File: config.mk
export PLATFORM = sky130hd
export DESIGN_NAME = pfr_fifo
export DESIGN_NICKNAME = d
export VERILOG_FILES = /design/src/hdl/pfr_pkg.sv /design/src/hdl/pfr_fifo.sv
export SDC_FILE = /design/constraint.sdc
export NUM_CORES = 1
export LEC_CHECK = 0
export ABC_AREA = 1
export CAP_MARGIN = 40
export CORE_MARGIN = 2
export CORE_UTILIZATION = 61
export DETAILED_ROUTE_END_ITERATION = 7
export DONT_BUFFER_PORTS = 1
export PLACE_DENSITY = 0.76
export RECOVER_POWER = 50
export SYNTH_ARGS = -nofsm -noshare
export SYNTH_HDL_FRONTEND = slang
export SYNTH_SLANG_ARGS = --single-unit
File: constraint.sdc
create_clock -name clk -period 2.36 [get_ports clk]
set_clock_uncertainty 0.2 [all_clocks]
set_input_delay 0 -clock clk [delete_from_list [all_inputs] [get_ports clk]]
set_output_delay 0 -clock clk [all_outputs]
set_load 0.03 [all_outputs]
File: src/hdl/pfr_pkg.sv
// Shared types, constants and codes of the packet frame reassembler.
package pfr_pkg;

    // Datagram header: frame id byte, then a 4-byte little-endian packet index
    localparam int HEADER_BYTES = 5;

    // Defaults of the top level parameters
    localparam int MAX_PACKETS_DEF = 1024;
    localparam int STORE_BYTES_DEF = 1048576;

    // Field widths
    localparam int PPF_W   = 11;
    localparam int PM_W    = 16;
    localparam int TOTAL_W = 21;
    localparam int POS_W   = 16;

    localparam logic [TOTAL_W-1:0] TOTAL_MAX = {TOTAL_W{1'b1}};
    localparam logic [POS_W-1:0]   POS_MAX   = {POS_W{1'b1}};

    // Configuration reset values
    localparam logic [PPF_W-1:0]   PPF_RST = 11'd1024;
    localparam logic [PM_W-1:0]    PM_RST  = 16'd1400;
    localparam logic [TOTAL_W-1:0] FB_RST  = 21'd921600;

    // Configuration register word index (paddr[3:2])
    localparam logic [1:0] REG_PPF = 2'd0;
    localparam logic [1:0] REG_PM  = 2'd1;
    localparam logic [1:0] REG_FB  = 2'd2;

    // Result status codes
    typedef enum logic [2:0] {
        ST_ACCEPTED  = 3'd0,
        ST_DUPLICATE = 3'd1,
        ST_RANGE     = 3'd2,
        ST_SHORT     = 3'd3,
        ST_COMPLETE  = 3'd4,
        ST_READ      = 3'd5,
        ST_OVERFLOW  = 3'd6
    } status_t;

    // Classification of one item, handed from front to back
    typedef struct packed {
        logic is_read;      // store read request
        logic hdr_done;     // last header byte
        logic payload;      // payload byte
        logic last;         // datagram ends with this item
        logic short_dgram;  // datagram ended inside the header
        logic in_window;    // payload offset below payload_max
        logic in_range;     // packet index within the frame
        logic rd_in_range;  // read address within the store
    } op_flags_t;

    // One result item
    typedef struct packed {
        status_t              status;
        logic [7:0]           frame_id;
        logic [31:0]          packet_index;
        logic [PPF_W-1:0]     packets_received;
        logic [TOTAL_W-1:0]   bytes_received;
        logic                 length_ok;
        logic [7:0]           read_byte;
    } res_t;

endpackage

File: src/hdl/pfr_fifo.sv
// Small register queue with push/full and pop/empty sides.
module pfr_fifo
    import pfr_pkg::*;
#(
    parameter int WIDTH = 8,
    parameter int DEPTH = 4
)
(
    input  logic             clk,
    input  logic             rst_n,
    input  logic             push,
    input  logic [WIDTH-1:0] wdata,
    output logic             full,
    input  logic             pop,
    output logic [WIDTH-1:0] rdata,
    output logic             empty
);

    localparam int PTR_W = DEPTH > 1 ? $clog2(DEPTH) : 1;
    localparam int CNT_W = $clog2(DEPTH + 1);

    logic [WIDTH-1:0] mem_reg [DEPTH];
    logic [PTR_W-1:0] wr_ptr_reg, wr_ptr_next;
    logic [PTR_W-1:0] rd_ptr_reg, rd_ptr_next;
    logic [CNT_W-1:0] count_reg, count_next;
    logic             do_push;
    logic             do_pop;

    assign full    = (count_reg == CNT_W'(DEPTH));
    assign empty   = (count_reg == '0);
    assign do_push = push && !full;
    assign do_pop  = pop && !empty;
    assign rdata   = mem_reg[rd_ptr_reg];

    // Pointer and fill level update
    always_comb
    begin
        wr_ptr_next = wr_ptr_reg;
        rd_ptr_next = rd_ptr_reg;
        count_next  = count_reg;
        if (do_push)
        begin
            wr_ptr_next = (wr_ptr_reg == PTR_W'(DEPTH - 1)) ? '0 : wr_ptr_reg + 1'b1;
        end
        if (do_pop)
        begin
            rd_ptr_next = (rd_ptr_reg == PTR_W'(DEPTH - 1)) ? '0 : rd_ptr_reg + 1'b1;
        end
        if (do_push && !do_pop)
        begin
            count_next = count_reg + 1'b1;
        end
        else if (do_pop && !do_push)
        begin
            count_next = count_reg - 1'b1;
        end
    end

    always_ff @(posedge clk or negedge rst_n)
    begin
        if (!rst_n)
        begin
            wr_ptr_reg <= '0;
            rd_ptr_reg <= '0;
            count_reg  <= '0;
        end
        else
        begin
            wr_ptr_reg <= wr_ptr_next;
            rd_ptr_reg <= rd_ptr_next;
            count_reg  <= count_next;
        end
    end

    // Entry storage
    always_ff @(posedge clk)
    begin
        if (do_push)
        begin
            mem_reg[wr_ptr_reg] <= wdata;
        end
    end

endmodule

==> implementation parameters <==
Parameter                              Value

Setup path
  Endpoint kind of the worst setup timing path ... register
  Origin of the critical flop-to-flop path ... count_reg[1]$_DFFE_PN0P_
  Crit Path Category ... register to register
  Crit path launch type ... register
  Critical Path Fanout Max ... 7
  CP Data Required Time ... 2380 ps
  Launching element of the worst setup path ... count_reg[1]$_DFFE_PN0P_
  Arrival time at the worst endpoint ... 2140 ps

Finish
  Area added between synthesis and finish ... 10.9%
  Share of the core filled with cells ... 70.7%
  Final non-filler cell area ... 1950 µm²
  Fraction of layout cells with a size suffix above 1 ... 8.05%
  Diode insertion count for antenna repair ... 0
  Flip-flop count of the largest register after layout ... 32
  Final layout net count ... 192

Timing
  Sum of negative setup slack ... 0 ps
  Slew of the pin with the lowest slew margin ... 421 ps
  Final-report setup violation count ... 0
  Unrepaired setup endpoints after global routing ... no
  Final Cycle Share ... 89.7%
  Final-report hold violation count ... 0
  Final Slew Violations ... 0
  Tmin final ... 2120 ps
  Slew HR ... 72.0%
  Peak clock frequency supported by timing ... 472 MHz

Synthesis
  Total of flip-flops plus latches after synthesis ... 39
  Post-Synthesis Mean Instance Area ... 11.4 µm²
  Total nets after synthesis ... 173
  Count leader, synth ... nand2_1
  Area fraction of the dominant cell type after synthesis ... 54.6%
  Synthesis Warnings ... 0
  Most numerous cell types in the synthesized netlist ... nand2_1, edfxtp_1, inv_1, o211ai_1
  Synthesized area ... 1760 µm²
  Distinct cells, synth ... 16
  Top cell type by total area after synthesis ... edfxtp_1
  Count of mapped cells out of synthesis ... 154
  Main flop type after synthesis ... edfxtp_1
  Synth top area cells ... edfxtp_1, dfrtp_1, nand2_1
  Async set-or-reset flop fraction in the synthesized netlist ... 17.9%
  Number of enable flip-flop cells after synthesis ... 32
  Sequential-to-total area share from yosys stat ... 64.6%

Drt
  Remaining routing DRC violations ... 0
  Total via count in the routed design ... 1,095
  Drt via density ... 5.34
  Initial detailed-routing violation count ... 58
  WL per Instance ... 13.9 µm
  First drt pass iteration count ... 4
  Remaining antenna violation count after routing ... 0
  Post-Route WL ... 2.86 mm

CTS
  CTS tree ... yes
  Number of cells upsized or downsized after cts ... 0
  Cts hold-fix bufs ... 12
  CTS H-tree lvls ... 2
  Post-CTS clock slew at the launch and capture registers of the worst setup and hold paths ... 110 ps
  TritonCTS Buffers ... 5
  Post-CTS setup-driven buffer insertion count ... 0
  Clock root buffer ... clkbuf_4
  Number of clock sinks ... 39
  Clock network latency to the later pin of the worst-skew pair ... 350 ps
  Number of buffers between clock root and the deepest sink ... 2

Global routing
  Pin count of the biggest net entering global routing ... 25
  Global-route usage over all layers ... 19.2%
  Vias in the first global route ... 1,084
  Wire length of the first global-routing pass ... 4.60 mm
  Total overflow reported by the global router ... 0
  Initial antenna violation count ... 0

Run
  Max-Cap Viols ... 0

Die
  Starting utilization of the core area ... 63.8%
  Die boundary height ... 57.7 µm
  Area inside the core boundary ... 2760 µm²
  DIE WIDTH ... 57.7 µm
  Die ar. ... 3330 µm²
  Standard-cell row count ... 19
  Ports ... 22

Hold path
  Worst hold-check path type ... input pin to register
  Start point of the worst min-delay path ... wdata[2]

Power
  Power density of the placed cells ... 1200 nW/µm²
  Cell leakage power ... 0.849 nW
  Sw Ratio ... 43.9%
  Internal ... 1.32 mW
  P_sw ... 1.03 mW
  Clock network fraction of design power ... 13.9%
  Highest ir drop seen on vdd ... 756 µV
  Sequential fraction of design power ... 44.8%
  Combinational cell fraction of total power ... 41.2%

Placed design
  Detailed-placement wirelength estimate ... 1.98 mm
  Buffers added on ports ... 0
  Final weighted congestion in routability-driven placement ... 0.759
  Cell area reported after detailed placement ... 1780 µm²

Status
  Result of the run ... completed
## layout by cell type (no fill, tap or decap), types with 5 or more instances in the layout
cell type	instances
nor2_1	6
ha_1	6
buf_4	5
nand2_1	39
edfxtp_1	32
dfrtp_1	7
clkbuf_4	5
inv_1	31
o211ai_1	15
dlygate4sd3_1	12
nand3_1	7
## layer usage
layer / share of wire (%) / global-route usage [%] / up-vias / wire, µm
met5: 0 / 0 / - / 0
met4: 0.66 / 6.98 / 0 / 19
met3: 4.7 / 7.81 / 2 / 134
met2: 52 / 34.7 / 26 / 1470
met1: 43 / 19.9 / 521 / 1230
li1: - / - / 546 / -
## worst paths after layout
path	to	slack [ps]	cells past startpoint
max	count_reg[1]$_DFFE_PN0P_	240	9
max in group asynchronous	count_reg[2]$_DFFE_PN0P_	1400	2
min reg2reg	count_reg[2]$_DFFE_PN0P_	330	2
min	mem_reg[0][2]$_DFFE_PP_	150	1
min in group asynchronous	wr_ptr_reg[1]$_DFFE_PN0P_	300	2
max reg2reg	count_reg[1]$_DFFE_PN0P_	240	9
## cell type report
type | count | area, µm²
inverters | 32 | 120
fillers | 204 | 807
repair buffers | 17 | 158
well taps | 31 | 38.8
flip-flops and latches | 39 | 1140
clock buffers | 6 | 41.3
clock inverters | 2 | 12.5
multi-input cells | 78 | 444
## through the flow
step	setup WS (ps)	hold slack (ps)	cells	total power, mW
floorplan	467	-496	154	1.89
CTS	289	126	205	2.37
global placement	414	-495	185	1.96
detailed placement	308	-495	185	2.02
global route	71.4	153	205	2.51
finish	243	146	205	2.35
## kinds of logic (layout without fill, tap and decap cells)
group	after synthesis	count (layout)	synth area share, %
and+or+nand+nor	53	53	12.1
buffers and inverters	37	57	10.0
xor gates and xnor gates	1	1	0.498
AOI/OAI and AO/OA	17	17	7.40
DFF	39	39	64.6
adders and majority gates	7	7	5.41
## critical path, stage by stage (launching register included)
cell     delay [ps]
dfrtp_1         420
inv_1           110
nand3_1         140
nand2_1         200
inv_1            70
ha_1            210
inv_1            90
fa_1            410
nand2_1          70
o21ai_0          80
## power by group through the flow
stage	logic, mW	clock network [mW]	registers [mW]
global route	1.08	0.360	1.07
global placement	0.908	0	1.05
detailed placement	0.956	0	1.07
CTS	0.982	0.336	1.05
floorplan	0.888	0	1.00
finish	0.968	0.327	1.05
(Power assumes the default switching activity.)
