### src/hdl/pfr_pkg.sv
// Shared types, constants and codes of the packet frame reassembler.
package pfr_pkg;

    // Datagram header: frame id byte, then a 4-byte little-endian packet index
    localparam int HEADER_BYTES = 5;

    // Defaults of the top level parameters
    localparam int MAX_PACKETS_DEF = 1024;
    localparam int STORE_BYTES_DEF = 1048576;

    // Field widths
    localparam int PPF_W   = 11;
    localparam int PM_W    = 16;
    localparam int TOTAL_W = 21;
    localparam int POS_W   = 16;

    localparam logic [TOTAL_W-1:0] TOTAL_MAX = {TOTAL_W{1'b1}};
    localparam logic [POS_W-1:0]   POS_MAX   = {POS_W{1'b1}};

    // Configuration reset values
    localparam logic [PPF_W-1:0]   PPF_RST = 11'd1024;
    localparam logic [PM_W-1:0]    PM_RST  = 16'd1400;
    localparam logic [TOTAL_W-1:0] FB_RST  = 21'd921600;

    // Configuration register word index (paddr[3:2])
    localparam logic [1:0] REG_PPF = 2'd0;
    localparam logic [1:0] REG_PM  = 2'd1;
    localparam logic [1:0] REG_FB  = 2'd2;

    // Result status codes
    typedef enum logic [2:0] {
        ST_ACCEPTED  = 3'd0,
        ST_DUPLICATE = 3'd1,
        ST_RANGE     = 3'd2,
        ST_SHORT     = 3'd3,
        ST_COMPLETE  = 3'd4,
        ST_READ      = 3'd5,
        ST_OVERFLOW  = 3'd6
    } status_t;

    // Classification of one item, handed from front to back
    typedef struct packed {
        logic is_read;      // store read request
        logic hdr_done;     // last header byte
        logic payload;      // payload byte
        logic last;         // datagram ends with this item
        logic short_dgram;  // datagram ended inside the header
        logic in_window;    // payload offset below payload_max
        logic in_range;     // packet index within the frame
        logic rd_in_range;  // read address within the store
    } op_flags_t;

    // One result item
    typedef struct packed {
        status_t              status;
        logic [7:0]           frame_id;
        logic [31:0]          packet_index;
        logic [PPF_W-1:0]     packets_received;
        logic [TOTAL_W-1:0]   bytes_received;
        logic                 length_ok;
        logic [7:0]           read_byte;
    } res_t;

endpackage

### src/hdl/pfr_front.sv
// Front end: tracks datagram byte position, parses the header, classifies items.
module pfr_front
    import pfr_pkg::*;
#(
    parameter int MAX_PACKETS = MAX_PACKETS_DEF,
    parameter int STORE_BYTES = STORE_BYTES_DEF
)
(
    input  logic                                  clk,
    input  logic                                  rst_n,
    input  logic                                  accept,
    input  logic                                  req_type,
    input  logic [7:0]                            data_byte,
    input  logic                                  last_of_datagram,
    input  logic [19:0]                           read_address,
    input  logic [PPF_W-1:0]                      ppf,
    input  logic [PM_W-1:0]                       pm,
    output logic                                  op_valid,
    output op_flags_t                             op_flags,
    output logic [7:0]                            op_frame,
    output logic [31:0]                           op_index,
    output logic [7:0]                            op_data,
    output logic [$clog2(STORE_BYTES)-1:0]        op_raddr,
    output logic [$clog2(STORE_BYTES + 1)-1:0]    op_base
);

    localparam int ADDR_W = $clog2(STORE_BYTES);
    localparam int WP_W   = $clog2(STORE_BYTES + 1);
    localparam int IDX_W  = MAX_PACKETS > 1 ? $clog2(MAX_PACKETS) : 1;
    localparam int PROD_W = IDX_W + PM_W;

    logic [POS_W-1:0]  pos_reg, pos_next;
    logic [7:0]        hframe_reg, hframe_next;
    logic [31:0]       hindex_reg, hindex_next;
    logic [1:0]        byte_sel;
    logic [PROD_W-1:0] prod;
    logic              dgram;

    assign dgram    = accept && !req_type;
    assign byte_sel = 2'(pos_reg - 16'd1);

    // Header assembly with this byte folded in
    always_comb
    begin
        hframe_next = hframe_reg;
        hindex_next = hindex_reg;
        if (pos_reg == '0)
        begin
            hframe_next = data_byte;
            hindex_next = '0;
        end
        else if (pos_reg < POS_W'(HEADER_BYTES))
        begin
            hindex_next = hindex_reg | (32'(data_byte) << {byte_sel, 3'b000});
        end
    end

    // Store base of the packet: index * payload_max, clamped to the store size
    assign prod    = PROD_W'(IDX_W'(hindex_next)) * PROD_W'(pm);
    assign op_base = (64'(prod) >= 64'(STORE_BYTES)) ? WP_W'(STORE_BYTES) : WP_W'(prod);

    // Classification
    always_comb
    begin
        op_flags.is_read     = req_type;
        op_flags.hdr_done    = !req_type && (pos_reg == POS_W'(HEADER_BYTES - 1));
        op_flags.payload     = !req_type && (pos_reg >= POS_W'(HEADER_BYTES));
        op_flags.last        = !req_type && last_of_datagram;
        op_flags.short_dgram = !req_type && last_of_datagram
                               && (pos_reg < POS_W'(HEADER_BYTES - 1));
        op_flags.in_window   = (POS_W'(pos_reg - POS_W'(HEADER_BYTES)) < pm);
        op_flags.in_range    = (hindex_next < 32'(ppf)) && (hindex_next < 32'(MAX_PACKETS));
        op_flags.rd_in_range = (32'(read_address) < 32'(STORE_BYTES));
    end

    // Header bytes that neither end the header nor the datagram need no back-end work
    assign op_valid = accept && (op_flags.is_read || op_flags.hdr_done
                                 || op_flags.payload || op_flags.last);
    assign op_frame = hframe_next;
    assign op_index = hindex_next;
    assign op_data  = data_byte;
    assign op_raddr = ADDR_W'(read_address);

    // Byte position, saturating
    always_comb
    begin
        pos_next = pos_reg;
        if (dgram)
        begin
            if (last_of_datagram)
            begin
                pos_next = '0;
            end
            else if (pos_reg != POS_MAX)
            begin
                pos_next = pos_reg + 1'b1;
            end
        end
    end

    always_ff @(posedge clk or negedge rst_n)
    begin
        if (!rst_n)
        begin
            pos_reg    <= '0;
            hframe_reg <= '0;
            hindex_reg <= '0;
        end
        else
        begin
            pos_reg <= pos_next;
            if (dgram)
            begin
                hframe_reg <= hframe_next;
                hindex_reg <= hindex_next;
            end
        end
    end

endmodule

### config.mk
export PLATFORM = sky130hd
export DESIGN_NAME = pfr_front
export DESIGN_NICKNAME = d
export VERILOG_FILES = /design/src/hdl/pfr_pkg.sv /design/src/hdl/pfr_front.sv
export SDC_FILE = /design/constraint.sdc
export NUM_CORES = 1
export LEC_CHECK = 0
export BUFFER_PORTS_ARGS = -buffer_cell sky130_fd_sc_hd__buf_2
export CAP_MARGIN = 20
export CORE_UTILIZATION = 49
export DETAILED_ROUTE_END_ITERATION = 7
export HOLD_SLACK_MARGIN = 0.08
export PLACE_DENSITY = 0.71
export SYNTH_ARGS = -nofsm -noshare
export SYNTH_HDL_FRONTEND = slang
export SYNTH_SLANG_ARGS = --single-unit
### constraint.sdc
create_clock -name clk -period 16.5 [get_ports clk]
set_input_delay 1.65 -clock clk [delete_from_list [all_inputs] [get_ports clk]]
set_output_delay 1.65 -clock clk [all_outputs]
set_load 0.02 [all_outputs]
==> results of run 1 <==
## tightest hold or removal path: stages (launching register included)
cell and delay [ns]:
dfrtp_1 0.34, nand2_1 0.05, o31ai_1 0.05
## kinds of logic (layout without fill, tap and decap cells)
kind of cell | Yosys count | count (layout) | synth area share, %
flip-flops | 56 | 56 | 14.6
adder cells (fa/ha/maj) | 200 | 200 | 34.6
XOR/XNOR | 45 | 45 | 4.17
buffers and inverters | 233 | 280 | 10.8
multiplexers | 17 | 17 | 1.99
AO/OA/AOI/OAI | 170 | 170 | 12.1
other | 1 | 2 | 0.0390
AND/OR/NAND/NOR | 407 | 407 | 21.7
## how the worst min path moves through the flow
stage / depth (start not counted) / start / to
3_5_place_dp: 2 / hindex_reg[3]$_DFFE_PN0P_ / hindex_reg[3]$_DFFE_PN0P_
4_1_cts: 2 / hindex_reg[4]$_DFFE_PN0P_ / hindex_reg[4]$_DFFE_PN0P_
5_1_grt: 2 / hindex_reg[18]$_DFFE_PN0P_ / hindex_reg[18]$_DFFE_PN0P_
6_report: 2 / hindex_reg[9]$_DFFE_PN0P_ / hindex_reg[9]$_DFFE_PN0P_
2_1_floorplan: 2 / hindex_reg[0]$_DFFE_PN0P_ / hindex_reg[0]$_DFFE_PN0P_
3_3_place_gp: 2 / hindex_reg[3]$_DFFE_PN0P_ / hindex_reg[3]$_DFFE_PN0P_
## stage by stage
step,setup WS [ns],instance area (sq um),std cells
6_report,5.53,10300,1437
3_3_place_gp,5.93,10100,1427
5_1_grt,4.93,10300,1437
4_1_cts,5.63,10300,1436
2_1_floorplan,6.59,9620,1129
3_5_place_dp,5.96,10100,1428
## power by group through the flow
| stage | Combinational, mW | Sequential, mW | Clock (mW) |
|---|---|---|---|
| after global routing | 1.01 | 0.193 | 0.137 |
| after CTS | 0.907 | 0.188 | 0.132 |
| final | 0.906 | 0.189 | 0.129 |
| after floorplan | 0.705 | 0.183 | 0 |
| after global placement | 0.891 | 0.189 | 0 |
| after detailed placement | 0.901 | 0.191 | 0 |
## area by class of cell
cell class	instances	area [sq um]	area share, %
Tap cell	260	325	3.16
Timing Repair Buffer	127	667	6.47
Inverter	145	544	5.28
Multi-Input combinational cell	840	7190	69.7
Sequential cell	56	1400	13.6
Antenna cell	1	2.50	0.0243
Clock buffer	7	153	1.48
Clock inverter	1	30.0	0.291
## cell usage after synthesis (3+ instances only)
cell / n / area (sq um)
inv_1: 138 / 518
clkinv_1: 7 / 26.3
xor2_1: 26 / 228
a21oi_1: 63 / 315
a21o_2: 5 / 43.8
mux2_2: 17 / 191
buf_6: 3 / 33.8
a21o_1: 13 / 97.6
clkbuf_1: 37 / 139
nand2_1: 141 / 529
o41ai_1: 4 / 35.0
nor2_1: 64 / 240
nand3_1: 10 / 50.1
nand4_1: 10 / 62.6
nor2b_1: 8 / 50.1
nor3b_1: 3 / 22.5
ha_1: 90 / 1130
nor4_1: 14 / 87.6
and3_1: 6 / 37.5
buf_4: 32 / 240
buf_1: 4 / 15.0
o31ai_1: 34 / 255
nand4b_1: 3 / 26.3
dfrtp_1: 56 / 1400
o21ai_0: 18 / 90.1
o21a_1: 5 / 37.5
nor4b_1: 3 / 26.3
buf_2: 11 / 55.1
xnor2_1: 18 / 158
nand2b_1: 4 / 25.0
or3_1: 5 / 31.3
nor3_1: 93 / 465
fa_1: 110 / 2200
nor4_2: 14 / 175
and2_1: 9 / 56.3
## per-layer routing
metal | part of all wire, % | vias up
met3 | 7.1 | 44
met5 | 0 | -
met4 | 2.4 | 0
met1 | 43 | 4021
met2 | 47 | 286
li1 | - | 3858
==> flow_metrics.py, run 1 <==
metrics = {
    "setup_path": {
        "worst-path-buf-inv": 2,
        "cp-startpoint": "pos_reg[11]$_DFFE_PN0P_",
        "end_kind": "output port",
        "reg2regPathDepth": 5,
        "crit_type": "flip-flop to output port",
        "crit_path_frequent_cell": "fa_1",
        "cp-endpoint": "op_base[20]",
        "start_kind": "flip-flop",
        "cp_num_cells": 21,
        "slowest_stage": "nor4_4",
        "slowest_delay_ns": 0.73,
        "critPathMaxFanout": 16,
        "cp.required_ns": 14.85,
        "crit_chain": "nor4_2, nand4b_1, nor4_4, a21oi_1, nor2_1, nand2_1, fa_1, fa_1, inv_1, fa_1, fa_1, fa_1, ha_1, a21oi_1, o21ai_0, o21a_1, a31oi_1, mux2_2, nand2_1, or3_1, buf_2",
        "timing.rr.start": "pos_reg[11]$_DFFE_PN0P_",
        "cp.arrival_ns": 9.32,
        "reg2reg_to": "hindex_reg[0]$_DFFE_PN0P_",
        "reg2reg_slack_ns": 13.23,
        "path_delay_family": "simple AND/OR/NAND/NOR gates",
    },
    "pwr": {
        "pwr-share-seq_pct": 15.4,
        "p_clk_share_pct": 10.6,
        "total_power_mw": 1.22,
        "power_density_nw_per_um2": 119,
        "p_comb_share_pct": 74.0,
        "p_leak_nw": 5.24,
        "p_int_uw": 568,
        "p_sw_share_pct": 53.6,
        "vdd_ir_drop_max_mv": 0.0619,
        "p_switching_uw": 656,
    },
    "detailed_routing": {
        "dr.first_iter.drc_count": 581,
        "wire_per_inst_um": 17.6,
        "firstDrtPassIters": 5,
        "via_per_inst": 5.71,
        "num_vias": 8209,
        "drcViolationCount": 0,
        "wirelength_um": 25300,
        "ant_nets": 0,
    },
    "logic_synthesis": {
        "syn_inst": 1129,
        "synth_flop_cell": "dfrtp_1",
        "syn-num-nets": 1389,
        "ys_ff_latch": 56,
        "synth_edf_count": 0,
        "synth_seq_area_share_pct": 14.6,
        "synth_area_sq_um": 9620,
        "synth.distinct_cells": 75,
        "postSynth.asyncResetShare_pct": 100,
        "avgSynthCellArea_sq_um": 8.52,
        "yosys_warnings": 0,
    },
    "grt": {
        "busiest_layer": "met2",
        "use_met3_pct": 4.07,
        "grt_pass1_wl_um": 42200,
        "grt_start_max_net_pins": 90,
        "use_met1_pct": 36.5,
        "overflow": 0,
        "grt_antenna_before_repair": 1,
        "grt_pass1_vias": 8180,
        "grt_use_met2_pct": 43.1,
        "grtUsageTotal_pct": 26.5,
    },
    "cts": {
        "clk_pin_slew_worst_paths_ns": 0.07,
        "cts_hold_buf": 0,
        "cts_buffers": 5,
        "ctsResizeCount": 0,
        "clk_latency_ns": 0.30,
        "cts_tree": "built",
        "max-clock-path-buffers": 2,
        "post-cts-setup-buffers": 0,
        "cts_max_level": 2,
        "clock_sink_count": 56,
        "cts_root_buffer": "clkbuf_16",
    },
    "cells_and_area": {
        "nets": 1435,
        "utilization_pct": 54.4,
        "syn_to_final_growth_pct": 7.15,
        "largest_reg_flops": 32,
        "final_cell_mix": "nand2_1 (141), inv_1 (138), buf_2 (116)",
        "final_common_cell": "nand2_1",
        "fillCellCount": 1758,
        "drive_gt1_share_pct": 16.5,
    },
    "min_path": {
        "hold_path_class": "flip-flop to flip-flop",
    },
    "timing": {
        "clock.fmax_ghz": 0.0912,
        "finClkSkew_ns": 0.0115,
        "hold_violations": 0,
        "period_needed_ns": 10.97,
        "hold_ws_ns": 0.480,
        "fin_crit_sh_pct": 66.5,
        "final-setup-viol-count": 0,
        "tightest_slew_ns": 1.16,
        "drv_slew": 0,
        "max_slew_margin_pct": 22.9,
        "rsz0062_at_grt": "false",
        "tns_ns": 0,
    },
    "die": {
        "start_util_pct": 50.8,
        "dieArea_sq_um": 20200,
        "rows": 50,
        "die_w_um": 142,
        "io_pins": 158,
        "core_area_sq_um": 19000,
        "die_h_um": 142,
    },
    "placed_design": {
        "gp_congestion": 0.918,
        "dp.final_hpwl_um": 19800,
        "port_buffers": 116,
    },
    "run_status": {
        "status": "complete, no violations",
    },
    "flow_run": {
        "drv_cap": 0,
    },
}
Note: power is estimated with default switching activity, not from simulation.
==> run 2: changes to the inputs <==
- PLACE_DENSITY: 0.71 -> 0.74
- clock period: 16.5 -> 8.9 ns (I/O delays scaled with it)
==> run 2 against run 1 <==
Die area stayed put. Critical path depth increased by 6. Combinational power rose by 94%. Clock-buffer cell count decreased by 1. Final cell count grew 2.2%. Power increased by 89%.
==> flow_metrics.py, run 2 (synthesis results as in run 1) <==
metrics = {
    "setup_path": {
        "cp.required_ns": 8.01,
        "critPathMaxFanout": 16,
        "crit_type": "flip-flop to output port",
        "slowest_delay_ns": 0.54,
        "cp.arrival_ns": 7.67,
        "end_kind": "output port",
        "slowest_stage": "a2111o_4",
        "start_kind": "flip-flop",
        "path_delay_family": "adder cells",
        "worst-path-buf-inv": 8,
    },
    "timing": {
        "clock.fmax_ghz": 0.117,
        "finClkSkew_ns": 0.00602,
        "drv_slew": 0,
        "fin_crit_sh_pct": 96.2,
        "fin_ws_ns": 0.339,
        "hold_violations": 0,
        "max_slew_margin_pct": 31.7,
        "final-setup-viol-count": 0,
        "tightest_slew_ns": 1.02,
        "period_needed_ns": 8.56,
    },
    "detailed_routing": {
        "firstDrtPassIters": 5,
        "num_vias": 8380,
        "dr.first_iter.drc_count": 675,
        "via_per_inst": 5.71,
        "ant_nets": 0,
        "wirelength_um": 25400,
        "wire_per_inst_um": 17.3,
        "drcViolationCount": 0,
    },
    "placed_design": {
        "gp_congestion": 0.913,
        "post-place-cells": 1446,
        "dp.final_hpwl_um": 19800,
        "port_buffers": 116,
        "pre_cts_ws_ns": 0.296,
    },
    "cells_and_area": {
        "final_common_cell": "nand2_1",
        "nets": 1464,
        "largest_reg_flops": 32,
        "drive_gt1_share_pct": 20.3,
        "stdcell_count": 1468,
        "syn_to_final_growth_pct": 10.7,
        "final_cell_mix": "nand2_1 (140), inv_1 (138), buf_2 (116)",
    },
    "grt": {
        "grt_pass1_vias": 8182,
        "grt_pass1_wl_um": 41300,
        "grt_antenna_before_repair": 3,
        "grtUsageTotal_pct": 25.9,
        "grt_start_max_net_pins": 79,
        "overflow": 0,
    },
    "cts": {
        "clock_sink_count": 56,
        "clk_pin_slew_worst_paths_ns": 0.07,
        "max-clock-path-buffers": 2,
        "clk_latency_ns": 0.30,
        "cts_max_level": 2,
        "cts_buffers": 5,
        "cts_tree": "built",
        "cts_root_buffer": "clkbuf_16",
    },
    "run_status": {
        "status": "complete, no violations",
    },
    "flow_run": {
        "drv_cap": 0,
    },
    "die": {
        "die_h_um": 142,
        "rows": 50,
        "dieArea_sq_um": 20200,
        "io_pins": 158,
        "die_w_um": 142,
        "core_area_sq_um": 19000,
        "start_util_pct": 50.8,
    },
    "pwr": {
        "vdd_ir_drop_max_mv": 0.127,
        "total_power_mw": 2.31,
        "power_density_nw_per_um2": 217,
        "p_leak_nw": 5.41,
    },
    "min_path": {
        "hold_path_class": "flip-flop to flip-flop",
    },
}
[run 2: cell count changes in the layout (fill, tap and decap cells not counted), sizes merged]
cell,delta
a2111o,+1
clkinvlp,+1
clkinv,+1
diode,+2
buf,+28
clkbuf,-1
bufinv,-1
[run 2: per-stage QoR]
stage	setup TNS (ns)	cell area [sq um]	utilization, %	hold WS, ns
2_1_floorplan	-0.444	9620	-	0.449
3_3_place_gp	0	10300	54.2	0.461
3_5_place_dp	0	10300	54.2	0.467
4_1_cts	0	10400	55.0	0.484
5_1_grt	-0.0223	10600	56.2	0.502
6_report	0	10600	56.2	0.485
[run 2: per-layer routing]
metal | vias up | part of all wire [%] | global-route usage [%]
li1 | 3918 | - | -
met1 | 4116 | 43 | 35.5
met2 | 300 | 48 | 42.9
met3 | 46 | 6.7 | 3.67
met4 | 0 | 2.4 | 7.02
met5 | - | 0 | 0
[run 2: final cells by class]
type | count | area, sq um
clock buffer | 6 | 129
tap | 260 | 325
multi-input combinational | 841 | 7320
inverter | 145 | 544
fill | 1741 | 8310
antenna | 3 | 7.51
sequential | 56 | 1410
timing repair buffer | 155 | 897
clock inverter | 2 | 16.3
[run 2: path summary, 6_finish.rpt]
| path | from | slack, ns | to | cells past startpoint |
|---|---|---|---|---|
| max | pos_reg[11]$_DFFE_PN0P_ | 0.34 | op_base[20] | 27 |
| min | hindex_reg[3]$_DFFE_PN0P_ | 0.49 | hindex_reg[3]$_DFFE_PN0P_ | 2 |
| max reg2reg | pos_reg[8]$_DFFE_PN0P_ | 6.01 | pos_reg[9]$_DFFE_PN0P_ | 8 |
| min reg2reg | hindex_reg[3]$_DFFE_PN0P_ | 0.49 | hindex_reg[3]$_DFFE_PN0P_ | 2 |
| max in group asynchronous | rst_n | 7.62 | pos_reg[3]$_DFFE_PN0P_ | 2 |
| min in group asynchronous | rst_n | 0.72 | hindex_reg[17]$_DFFE_PN0P_ | 2 |
[run 2: where the power goes]
group / switching [mW] / internal, mW
sequential: 0.0361 / 0.310
combinational: 1.12 / 0.644
clock: 0.0941 / 0.105
[run 2: tightest hold or removal path, delay by kind of cell, from the launching register on]
kind,cells,cell delay [ns]
compound gates,1,0.05
simple gates,1,0.05
flops,1,0.35
[run 2: timing repair]
action | in CTS | in global routing
pin swaps | 0 | 7
resized for setup | 2 | 30
cloned | 0 | 1
hold buffers | 0 | 0
endpoints found under the hold margin | 0 | 0
setup endpoints to repair | 11 | 21
setup buffers | 0 | 10
==> run 3: changes to the inputs <==
- CTS_BUF_LIST: default -> sky130_fd_sc_hd__clkbuf_8
==> run 3 against run 2 <==
Clock-buffer cell count down 1. Worst setup slack worse by 0.14 ns. Via count up 1.2%. Final cell count up 1.1%. Largest cell class unchanged. Hold slack better by 0.0077 ns. Sequential power about the same. Utilization up 0.61 points.
==> flow_metrics.py, run 3 (synthesis results as in run 1) <==
metrics = {
    "cts": {
        "cts_buffers": 5,
        "cts_max_level": 2,
        "cts_tree": "built",
        "cts_root_buffer": "clkbuf_8",
        "max-clock-path-buffers": 2,
        "clk_latency_ns": 0.32,
        "clk_pin_slew_worst_paths_ns": 0.10,
        "clock_sink_count": 56,
    },
    "placed_design": {
        "port_buffers": 116,
        "dp.final_hpwl_um": 19800,
        "post-place-cells": 1446,
        "gp_congestion": 0.913,
    },
    "setup_path": {
        "slowest_delay_ns": 0.54,
        "crit_path_frequent_cell": "fa_1",
        "cp.arrival_ns": 7.81,
        "start_kind": "flip-flop",
        "critPathMaxFanout": 8,
        "cp.required_ns": 8.01,
        "slowest_stage": "fa_1",
        "end_kind": "output port",
        "crit_type": "flip-flop to output port",
        "reg2regPathDepth": 8,
    },
    "grt": {
        "grt_start_max_net_pins": 79,
        "overflow": 0,
        "grtUsageTotal_pct": 25.8,
        "grt_pass1_wl_um": 41200,
        "grt_antenna_before_repair": 3,
        "grt_pass1_vias": 8167,
    },
    "detailed_routing": {
        "wire_per_inst_um": 17.4,
        "dr.first_iter.drc_count": 609,
        "via_per_inst": 5.72,
        "num_vias": 8483,
        "firstDrtPassIters": 5,
        "drcViolationCount": 0,
        "wirelength_um": 25800,
        "ant_nets": 0,
    },
    "min_path": {
        "min_delay_path_depth": 2,
        "hold_path_class": "flip-flop to flip-flop",
    },
    "die": {
        "die_w_um": 142,
        "io_pins": 158,
        "start_util_pct": 50.8,
        "rows": 50,
        "die_h_um": 142,
        "core_area_sq_um": 19000,
        "dieArea_sq_um": 20200,
    },
    "cells_and_area": {
        "utilization_pct": 56.8,
        "stdcell_count": 1484,
        "drive_gt1_share_pct": 22.0,
        "nets": 1480,
        "final_cell_mix": "nand2_1 (140), inv_1 (139), buf_2 (116)",
        "largest_reg_flops": 32,
        "final_common_cell": "nand2_1",
        "syn_to_final_growth_pct": 11.9,
    },
    "timing": {
        "fin_crit_sh_pct": 97.8,
        "hold_violations": 0,
        "drv_slew": 0,
        "period_needed_ns": 8.70,
        "max_slew_margin_pct": 32.2,
        "finClkSkew_ns": 0.00579,
        "final-setup-viol-count": 0,
        "tightest_slew_ns": 1.01,
        "hold_ws_ns": 0.493,
        "clock.fmax_ghz": 0.115,
    },
    "run_status": {
        "status": "complete, no violations",
    },
    "pwr": {
        "vdd_ir_drop_max_mv": 0.128,
        "p_leak_nw": 5.48,
        "total_power_mw": 2.28,
        "power_density_nw_per_um2": 212,
    },
    "flow_run": {
        "drv_cap": 0,
    },
}
==> run 3: timing repair <==
| item | in CTS | in global routing |
|---|---|---|
| hold buffers | 0 | 0 |
| endpoints found under the hold margin | 0 | 0 |
| endpoints found under the setup margin | 15 | 21 |
| pin swaps | 0 | 11 |
| gates cloned | 0 | 1 |
| buffers inserted | 0 | 26 |
| gates resized for setup | 4 | 42 |
==> run 3: area by class of cell <==
cell class | instances | area, sq um
Clock inverter | 3 | 20.0
Sequential cell | 56 | 1410
Clock buffer | 5 | 68.8
Inverter | 145 | 544
Antenna cell | 3 | 7.51
Tap cell | 260 | 325
Multi-Input combinational cell | 841 | 7360
Fill cell | 1723 | 8190
Timing Repair Buffer | 171 | 1020
==> run 3: critical path: cells and delay by family (launching register included) <==
kind / cells / cell delay [ns]
AOI/OAI and AO/OA: 6 / 1.30
xor gates and xnor gates: 1 / 0.19
DFF: 1 / 0.47
adders and majority gates: 6 / 2.91
and+or+nand+nor: 7 / 1.69
buffers and inverters: 7 / 0.92
==> run 3: stage by stage <==
stage	TNS [ns]	setup WS (ns)	area (sq um)
global route	-0.414	-0.0739	10800
detailed placement	0	0.296	10300
finish	0	0.195	10800
CTS	0	0.00514	10400
global placement	0	0.421	10300
floorplan	-0.444	-0.112	9620
==> run 3: final timing paths <==
check / start / endpoint / slack (ns)
min in group asynchronous: rst_n / hindex_reg[17]$_DFFE_PN0P_ / 0.71
worst max-delay path: pos_reg[11]$_DFFE_PN0P_ / op_base[12] / 0.20
worst min register to register: hindex_reg[22]$_DFFE_PN0P_ / hindex_reg[22]$_DFFE_PN0P_ / 0.49
worst min-delay path: hindex_reg[22]$_DFFE_PN0P_ / hindex_reg[22]$_DFFE_PN0P_ / 0.49
worst max register to register: pos_reg[6]$_DFFE_PN0P_ / pos_reg[15]$_DFFE_PN0P_ / 5.99
max in group asynchronous: rst_n / pos_reg[11]$_DFFE_PN0P_ / 7.66
==> run 3: routing by layer <==
layer,vias to the layer above,GRT usage (%),part of all wire (%)
li1,3959,-,-
met1,4177,35.4,43
met2,304,42.9,48
met3,43,3.63,6.7
met4,0,6.56,2.3
met5,-,0,0
==> run 3: power breakdown <==
group,total [mW],switching (mW),internal [mW]
Sequential,0.345,0.0356,0.310
Clock,0.143,0.0882,0.0552
Combinational,1.79,1.13,0.663
